### config.mk
export PLATFORM = sky130hd
export DESIGN_NAME = sha256_three_round_precompute_unit
export DESIGN_NICKNAME = d
export VERILOG_FILES = /design/src/sv/s3rpu_pkg.sv /design/src/sv/sha256_three_round_precompute_unit.sv /design/src/sv/s3rpu_round.sv
export SDC_FILE = /design/constraint.sdc
export NUM_CORES = 2
export LEC_CHECK = 0
export BUFFER_PORTS_ARGS = -buffer_cell sky130_fd_sc_hd__buf_2
export CORE_ASPECT_RATIO = 1.4
export CORE_MARGIN = 4
export CORE_UTILIZATION = 25
export DETAILED_ROUTE_END_ITERATION = 10
export PLACE_DENSITY = 0.53
export SKIP_CTS_REPAIR_TIMING = 1
export SLEW_MARGIN = 20
export SYNTH_ARGS = -nofsm -noshare
export SYNTH_HDL_FRONTEND = slang
export SYNTH_SLANG_ARGS = --single-unit
### constraint.sdc
create_clock -name clock -period 24 [get_ports clock]
set_input_delay 2.4 -clock clock [delete_from_list [all_inputs] [get_ports clock]]
set_output_delay 2.4 -clock clock [all_outputs]
set_load 0.02 [all_outputs]
### src/sv/s3rpu_pkg.sv
// Shared types, round constants and SHA-256 round functions for the three-round precompute.
package s3rpu_pkg;

   localparam int WORD_W    = 32;
   localparam int NUM_WORK  = 8;
   localparam int NUM_MSG   = 3;
   localparam int NUM_ROUND = 3;
   localparam int NUM_PRE   = 6;
   localparam int REQ_W     = (NUM_WORK + NUM_MSG) * WORD_W;
   localparam int RSP_W     = NUM_PRE * WORD_W;

   // Round constants for the first three SHA-256 rounds.
   localparam logic [NUM_ROUND-1:0][WORD_W-1:0] ROUND_K = {
      32'hb5c0fbcf, 32'h71374491, 32'h428a2f98
   };

   // Working words a..h in entries 0..7, plus the schedule words still to be used.
   typedef struct packed {
      logic [NUM_MSG-1:0][WORD_W-1:0]  msg;
      logic [NUM_WORK-1:0][WORD_W-1:0] work;
   } round_state_type;

   function automatic logic [WORD_W-1:0] big_sigma0(input logic [WORD_W-1:0] v);
      big_sigma0 = {v[1:0], v[31:2]} ^ {v[12:0], v[31:13]} ^ {v[21:0], v[31:22]};
   endfunction

   function automatic logic [WORD_W-1:0] big_sigma1(input logic [WORD_W-1:0] v);
      big_sigma1 = {v[5:0], v[31:6]} ^ {v[10:0], v[31:11]} ^ {v[24:0], v[31:25]};
   endfunction

endpackage

### src/sv/sha256_three_round_precompute_unit.sv
// Top level: three-stage pipeline running SHA-256 rounds 0..2 on a midstate.
// Each accepted request passes through the three round-stage registers to rsp_tvalid.
// Throughput: one request per cycle unless the output stalls; each round stage holds one.
// A stalled output backs up stage by stage, and empty stages still accept.
// Reset (synchronous, active high) clears all stage valid bits; no data is kept.
module sha256_three_round_precompute_unit (
   input  logic                          clock,
   input  logic                          reset,
   input  logic                          req_tvalid,
   output logic                          req_tready,
   // mid_word0..mid_word7, msg_word0, msg_word1, msg_word2, 32 bits each from bit 0
   input  logic [s3rpu_pkg::REQ_W-1:0]   req_tdata,
   output logic                          rsp_tvalid,
   input  logic                          rsp_tready,
   // pre_word0..pre_word5, 32 bits each from bit 0
   output logic [s3rpu_pkg::RSP_W-1:0]   rsp_tdata
);

   logic                       [s3rpu_pkg::NUM_ROUND:0] stage_valid;
   logic                       [s3rpu_pkg::NUM_ROUND:0] stage_ready;
   s3rpu_pkg::round_state_type stage_state [s3rpu_pkg::NUM_ROUND+1];

   // Unpack the request into the first stage's working state.
   assign stage_valid[0]    = req_tvalid;
   assign req_tready        = stage_ready[0];
   assign stage_state[0]    = s3rpu_pkg::round_state_type'(req_tdata);

   // One round per stage.
   for (genvar r = 0; r < s3rpu_pkg::NUM_ROUND; r++) begin : g_round
      s3rpu_round u_round (
         .clock    (clock),
         .reset    (reset),
         .round_k  (s3rpu_pkg::ROUND_K[r]),
         .up_valid (stage_valid[r]),
         .up_ready (stage_ready[r]),
         .up_state (stage_state[r]),
         .dn_valid (stage_valid[r+1]),
         .dn_ready (stage_ready[r+1]),
         .dn_state (stage_state[r+1])
      );
   end

   // The last stage register is the output register. After three rounds the new a
   // values sit in words 2..0 and the new e values in words 6..4.
   assign stage_ready[s3rpu_pkg::NUM_ROUND] = rsp_tready;
   assign rsp_tvalid = stage_valid[s3rpu_pkg::NUM_ROUND];
   assign rsp_tdata  = {stage_state[s3rpu_pkg::NUM_ROUND].work[6],
                        stage_state[s3rpu_pkg::NUM_ROUND].work[5],
                        stage_state[s3rpu_pkg::NUM_ROUND].work[4],
                        stage_state[s3rpu_pkg::NUM_ROUND].work[2],
                        stage_state[s3rpu_pkg::NUM_ROUND].work[1],
                        stage_state[s3rpu_pkg::NUM_ROUND].work[0]};

   // A full pipeline with a stalled output must refuse new requests.
   a_full_blocks: assert property (@(posedge clock) disable iff (reset)
      (stage_valid[1] && stage_valid[2] && stage_valid[3] && !rsp_tready) |-> !req_tready)
      else $error("request accepted into a full, stalled pipeline");

   // An accepted request always occupies the first stage next cycle.
   a_enter: assert property (@(posedge clock) disable iff (reset)
      (req_tvalid && req_tready) |=> stage_valid[1])
      else $error("accepted request did not reach the first round stage");

   // A request held behind a stalled full stage is not dropped.
   a_hold_mid: assert property (@(posedge clock) disable iff (reset)
      (stage_valid[2] && stage_valid[3] && !rsp_tready) |=> stage_valid[2])
      else $error("second round stage lost a request during a stall");

   // With the second stage empty and no stalled result at the output, no result shows next cycle.
   a_no_invent: assert property (@(posedge clock) disable iff (reset)
      (!stage_valid[2] && !(stage_valid[3] && !rsp_tready)) |=> !rsp_tvalid)
      else $error("result appeared without a request behind it");

   // Reset empties the output.
   a_reset: assert property (@(posedge clock) reset |=> !rsp_tvalid)
      else $error("result valid right after reset");

endmodule

### src/sv/s3rpu_round.sv
// One SHA-256 compression round as a registered pipeline stage with flow control.
module s3rpu_round (
   input  logic                      clock,
   input  logic                      reset,
   input  logic [s3rpu_pkg::WORD_W-1:0] round_k,
   input  logic                      up_valid,
   output logic                      up_ready,
   input  s3rpu_pkg::round_state_type up_state,
   output logic                      dn_valid,
   input  logic                      dn_ready,
   output s3rpu_pkg::round_state_type dn_state
);

   logic                       valid_ff;
   logic                       valid_in;
   s3rpu_pkg::round_state_type state_ff;
   s3rpu_pkg::round_state_type state_in;
   logic                       load;
   logic [s3rpu_pkg::WORD_W-1:0] ch;
   logic [s3rpu_pkg::WORD_W-1:0] maj;
   logic [s3rpu_pkg::WORD_W-1:0] t1;
   logic [s3rpu_pkg::WORD_W-1:0] t2;

   // The stage takes a new request when empty or when its content leaves this cycle.
   assign up_ready = !valid_ff || dn_ready;
   assign load     = up_valid && up_ready;
   assign valid_in = load ? 1'b1 : (valid_ff && !dn_ready);

   // Round arithmetic; all sums wrap at the word width.
   always_comb begin
      ch  = up_state.work[6] ^ (up_state.work[4] & (up_state.work[5] ^ up_state.work[6]));
      maj = (up_state.work[2] & (up_state.work[0] | up_state.work[1]))
          | (up_state.work[0] & up_state.work[1]);
      t1  = up_state.work[7] + s3rpu_pkg::big_sigma1(up_state.work[4]) + ch + round_k
          + up_state.msg[0];
      t2  = s3rpu_pkg::big_sigma0(up_state.work[0]) + maj;

      state_in.work[7] = up_state.work[6];
      state_in.work[6] = up_state.work[5];
      state_in.work[5] = up_state.work[4];
      state_in.work[4] = up_state.work[3] + t1;
      state_in.work[3] = up_state.work[2];
      state_in.work[2] = up_state.work[1];
      state_in.work[1] = up_state.work[0];
      state_in.work[0] = t1 + t2;

      // The used schedule word drops out and the next one moves to the front.
      state_in.msg[0] = up_state.msg[1];
      state_in.msg[1] = up_state.msg[2];
      state_in.msg[2] = '0;
   end

   // Valid bit with reset.
   always_ff @(posedge clock) begin
      if (reset) begin
         valid_ff <= 1'b0;
      end else begin
         valid_ff <= valid_in;
      end
   end

   // Payload register, loaded only on an accepted request.
   always_ff @(posedge clock) begin
      if (load) begin
         state_ff <= state_in;
      end
   end

   assign dn_valid = valid_ff;
   assign dn_state = state_ff;

endmodule
# After elaboration in Yosys (flattened, before gate mapping)
# Index checks and enable logic that the tools add are counted.
# word_totals
register_bits	803
mem_bits_rw	0
out_inout_bits	194
rom_bits	0
latchBits	0
in_bits	356
memories	0
elab_cells	100
# classes
n_div	0
mux	3
n_addsub	21
order_cmp	0
reduce_logical	15
n_shift	0
mul	0
n_bitwise	33
n_eq_ne	0
# ops
operator	count
32-bit adder	18
32-bit XOR	18
32-bit bitwise AND	9
32-bit OR	6
32-bit by 31-bit adder with 32-bit output, second input constant	2
32-bit adder, second input constant	1
1-bit logical AND	6
1-bit logical NOT	6
1-bit logical OR	3
1-bit 2-to-1 mux	3

# Depth between registers and ports, before layout
# depth
depth_word	7
depth_mapped	33
depth_no_buf	32

# Cells and area by module
# From an unflattened synthesis, not the netlist that was laid out.
# unflattened
cells_unflattened	4476
hier_area_um2	58132.0
# modules_own_cells
module	n_inst	seq_area_each_um2	area_each_um2	cells_each
s3rpu_round at g_round[2].u_round	1	9629.2	19461.2	1512
s3rpu_round at g_round[1].u_round	1	9629.2	19432.4	1512
s3rpu_round at g_round[0].u_round	1	9629.2	19230.9	1450
sha256_three_round_precompute_unit	1	0.0	7.5	2

# Worst setup path before layout
# No wires, ideal clock.
# synth_timing
path_kind	input -> register
startpoint	input rsp_tready
endpoint	register g_round[1].u_round.state_ff, in the netlist g_round[1].u_round.dn_state[0] (enable)
stages	2
setup_ns	1.378
setup_slack_ns	-0.581
required_time_ns	22.622
arrival_time_ns	23.202
n_path_buf	0
path_cell_list	nor2b_1 > a21boi_0
# synth_between
elab_chain_len	3
# synth_lines
element	line	rtl
from (decl)	sha256_three_round_precompute_unit.sv:14	input logic rsp_tready,
1-bit logical OR (2 in series)	s3rpu_round.sv:25	assign up_ready = !valid_ff || dn_ready;
1-bit logical AND	s3rpu_round.sv:26	assign load = up_valid && up_ready;
named net g_round[1].u_round.load	s3rpu_round.sv:18	logic load;
to (signal assigned)	s3rpu_round.sv:65	state_ff <= state_in;
to (decl)	s3rpu_round.sv:16	s3rpu_pkg::round_state_type state_ff;
# The timed path passes the listed nets, and every way through them passes these cells.
# A chain may end at the register's enable or synchronous reset.

==> impl_metrics.env <==
export IMPL_avgSynthCellArea_sq_um=12.8
export IMPL_dieHeight_um=542
export IMPL_required_ns=24.43
export IMPL_worstPathMaxFanout=6
export IMPL_ios=550
export IMPL_ys_seq_elements=803
export IMPL_r2r_cells=26
export IMPL_final_cell_mix="edfxtp_1, buf_2, xnor2_1"
export IMPL_setup_viol_count_final=0
export IMPL_max_freq_mhz=95.8
export IMPL_layout_drive_gt1_share_pct=17.8
export IMPL_cts_buffer_depth=3
export IMPL_drtAntennaViolNets=0
export IMPL_dr_pass1_iters=5
export IMPL_hp_class="reg -> reg"
export IMPL_cts_tree="yes"
export IMPL_first_iter_violations=2770
export IMPL_ys_warn_count=0
export IMPL_cpPeakStageDelay_ns=1.01
export IMPL_worstSetupPathDepth=32
export IMPL_vias_per_cell=4.62
export IMPL_die_x_um=389
export IMPL_rsz0062_at_grt="false"
export IMPL_port_buffers=549
export IMPL_grt_pass1_vias=35263
export IMPL_outcome="complete, no violations"
export IMPL_synthFlopType="edfxtp_1"
export IMPL_synth_distinct_cells=81
export IMPL_fin_skew_ns=0.0575
export IMPL_layout_commonest_cell="edfxtp_1"
export IMPL_grt_first_pass_wirelength_mm=284
export IMPL_cp_start_kind="input pin"
export IMPL_path_class="in -> reg"
export IMPL_area_growth_pct=18.8
export IMPL_cts_sinks=803
export IMPL_synth_edf_count=800
export IMPL_rows=195
export IMPL_cts_clk_slew_worst_paths_ns=0.07
export IMPL_grt_ovfl_total=0
export IMPL_h_tree_depth=3
export IMPL_die_area_sq_mm=0.211
export IMPL_r2r_start="g_round[1].u_round.dn_state[140]"
export IMPL_cts_buffers=92
export IMPL_crit_start="req_tdata[155]"
export IMPL_worstPathBufferInverterCount=3
export IMPL_fin_crit_sh_pct=43.5
export IMPL_slew_headroom_pct=15.3
export IMPL_finalHoldViolCount=0
export IMPL_cp_slowest_cell="a311oi_1"
export IMPL_root_buffer="clkbuf_16"
export IMPL_start_util_pct=25.2
export IMPL_async_flop_share_pct=0
export IMPL_tightestPinTransition_ns=1.26
export IMPL_globalplace_congestion=0.936
export IMPL_crit_arrival_ns=10.87
export IMPL_hpwl_mm=178
export IMPL_maxCapViolCount=0
export IMPL_grt_usage_pct=19.4
export IMPL_crit_path_end="g_round[0].u_round.dn_state[31]"
export IMPL_clk_latency_ns=0.71
export IMPL_period_needed_ns=10.44
export IMPL_synth_seq_area_share_pct=47.4
export IMPL_synth_area_sq_mm=0.0508
export IMPL_synth_fp_nets=4978
export IMPL_drv_slew=0
export IMPL_wl_per_cell_um=28.3
export IMPL_final_fill_count=20788
export IMPL_rr_endpoint="g_round[2].u_round.dn_state[31]"
export IMPL_timing_setup_tns_ns=0
export IMPL_drt_total_wl_mm=210
export IMPL_drc=0
export IMPL_vias=34228
export IMPL_core_area_sq_mm=0.202
export IMPL_grt_max_degree=75
export IMPL_end_kind="register"
export IMPL_crit_family="compound AO/OA/AOI/OAI gates"
export IMPL_r2r_slack_ns=14.59
export IMPL_synth_cells=3970
export IMPL_nets=5633
export IMPL_antenna_found_initial=93
[routing by layer]
layer | share of wire, % | global-route usage, % | up-vias
met5 | 0.071 | 0 | -
met4 | 3.8 | 6.39 | 26
met3 | 6.5 | 3.46 | 320
met2 | 48 | 33.4 | 1266
met1 | 41 | 24.7 | 17140
li1 | - | - | 15476
[Yosys cell counts, types with 6 or more instances]
master / count / area share (%)
a2111oi_0: 11 / 0.19
a211o_1: 10 / 0.17
a211oi_1: 29 / 0.43
a21o_1: 93 / 1.4
a21oi_1: 214 / 2.1
a221oi_1: 8 / 0.14
a31oi_1: 16 / 0.20
and2_1: 14 / 0.17
and3_1: 31 / 0.38
clkbuf_1: 20 / 0.15
edfxtp_1: 800 / 47
fa_1: 283 / 11
ha_1: 369 / 9.1
inv_1: 451 / 3.3
maj3_1: 95 / 1.9
mux2_2: 74 / 1.6
mux2i_1: 23 / 0.45
nand2_1: 102 / 0.75
nand2b_1: 32 / 0.39
nand3_1: 48 / 0.47
nand4_1: 18 / 0.22
nor2_1: 155 / 1.1
nor2b_1: 35 / 0.43
nor3_1: 55 / 0.54
o211ai_1: 21 / 0.31
o21a_1: 42 / 0.62
o21ai_0: 85 / 0.84
o21ai_1: 20 / 0.20
o21bai_1: 41 / 0.61
o31ai_1: 10 / 0.15
or2_2: 8 / 0.098
or3_1: 17 / 0.21
or4_1: 6 / 0.089
xnor2_1: 509 / 8.8
xor2_1: 124 / 2.1
[kinds of logic (layout without fill, tap and decap cells)]
kind of cell / Yosys count / in the layout / share of synthesized area (%)
AND/OR/NAND/NOR: 548 / 548 / 5.34
flip-flops: 803 / 803 / 47.4
XOR/XNOR: 636 / 636 / 11.0
multiplexers: 97 / 97 / 2.09
other: 0 / 41 / 0
buffers and inverters: 472 / 1205 / 3.48
AO/OA/AOI/OAI: 667 / 667 / 8.59
adder cells (fa/ha/maj): 747 / 747 / 22.1
[sequential cells by signal (all words and copies together) (netlist names)]
name and flops:
g_round.u_round.dn_state 800, g_round.u_round.dn_valid 3
[worst min-delay path by stage]
stage	start	to	slack (ns)	cells past startpoint
floorplan	g_round[0].u_round.dn_state[288]	g_round[1].u_round.dn_state[256]	0.40	0
global placement	g_round[0].u_round.dn_state[290]	g_round[1].u_round.dn_state[258]	0.41	0
detailed placement	g_round[0].u_round.dn_state[315]	g_round[1].u_round.dn_state[283]	0.41	0
CTS	g_round[0].u_round.dn_state[290]	g_round[1].u_round.dn_state[258]	0.42	0
global route	g_round[0].u_round.dn_state[317]	g_round[1].u_round.dn_state[285]	0.42	0
finish	g_round[0].u_round.dn_state[290]	g_round[1].u_round.dn_state[258]	0.42	0
[area by class of cell]
class                      instances  area (sq um)  share of cell area (%)
sequential                       803         24100                    39.9
tap                             2659          3330                    5.51
inverter                         451          1690                    2.80
multi-input combinational       2695         25000                    41.5
antenna                           41           103                   0.170
clock buffer                     107          2420                    4.01
timing repair buffer             582          3000                    4.96
clock inverter                    65           743                    1.23
[stage by stage]
stage,cell area (sq um),setup WS [ns],hold WS (ns),util [%],cells
2_1_floorplan,50800,4.47,0.400,-,3970
3_3_place_gp,57100,12.98,0.407,28.3,7190
3_5_place_dp,57100,12.91,0.406,28.3,7190
4_1_cts,60300,13.63,0.415,29.8,7362
5_1_grt,60300,13.10,0.424,29.9,7364
6_report,60400,13.56,0.416,29.9,7403
[worst register-to-register path, delay by kind of cell (launching register included)]
family / cells / cell delay, ns
compound gates: 13 / 2.77
fa+ha+maj: 6 / 2.67
xor+xnor: 4 / 1.96
flops: 1 / 0.84
simple gates: 2 / 0.81
buf+inv: 1 / 0.04
Power is not shown: default switching activity piles up to over one toggle a cycle in this logic, so the estimate is an artifact.
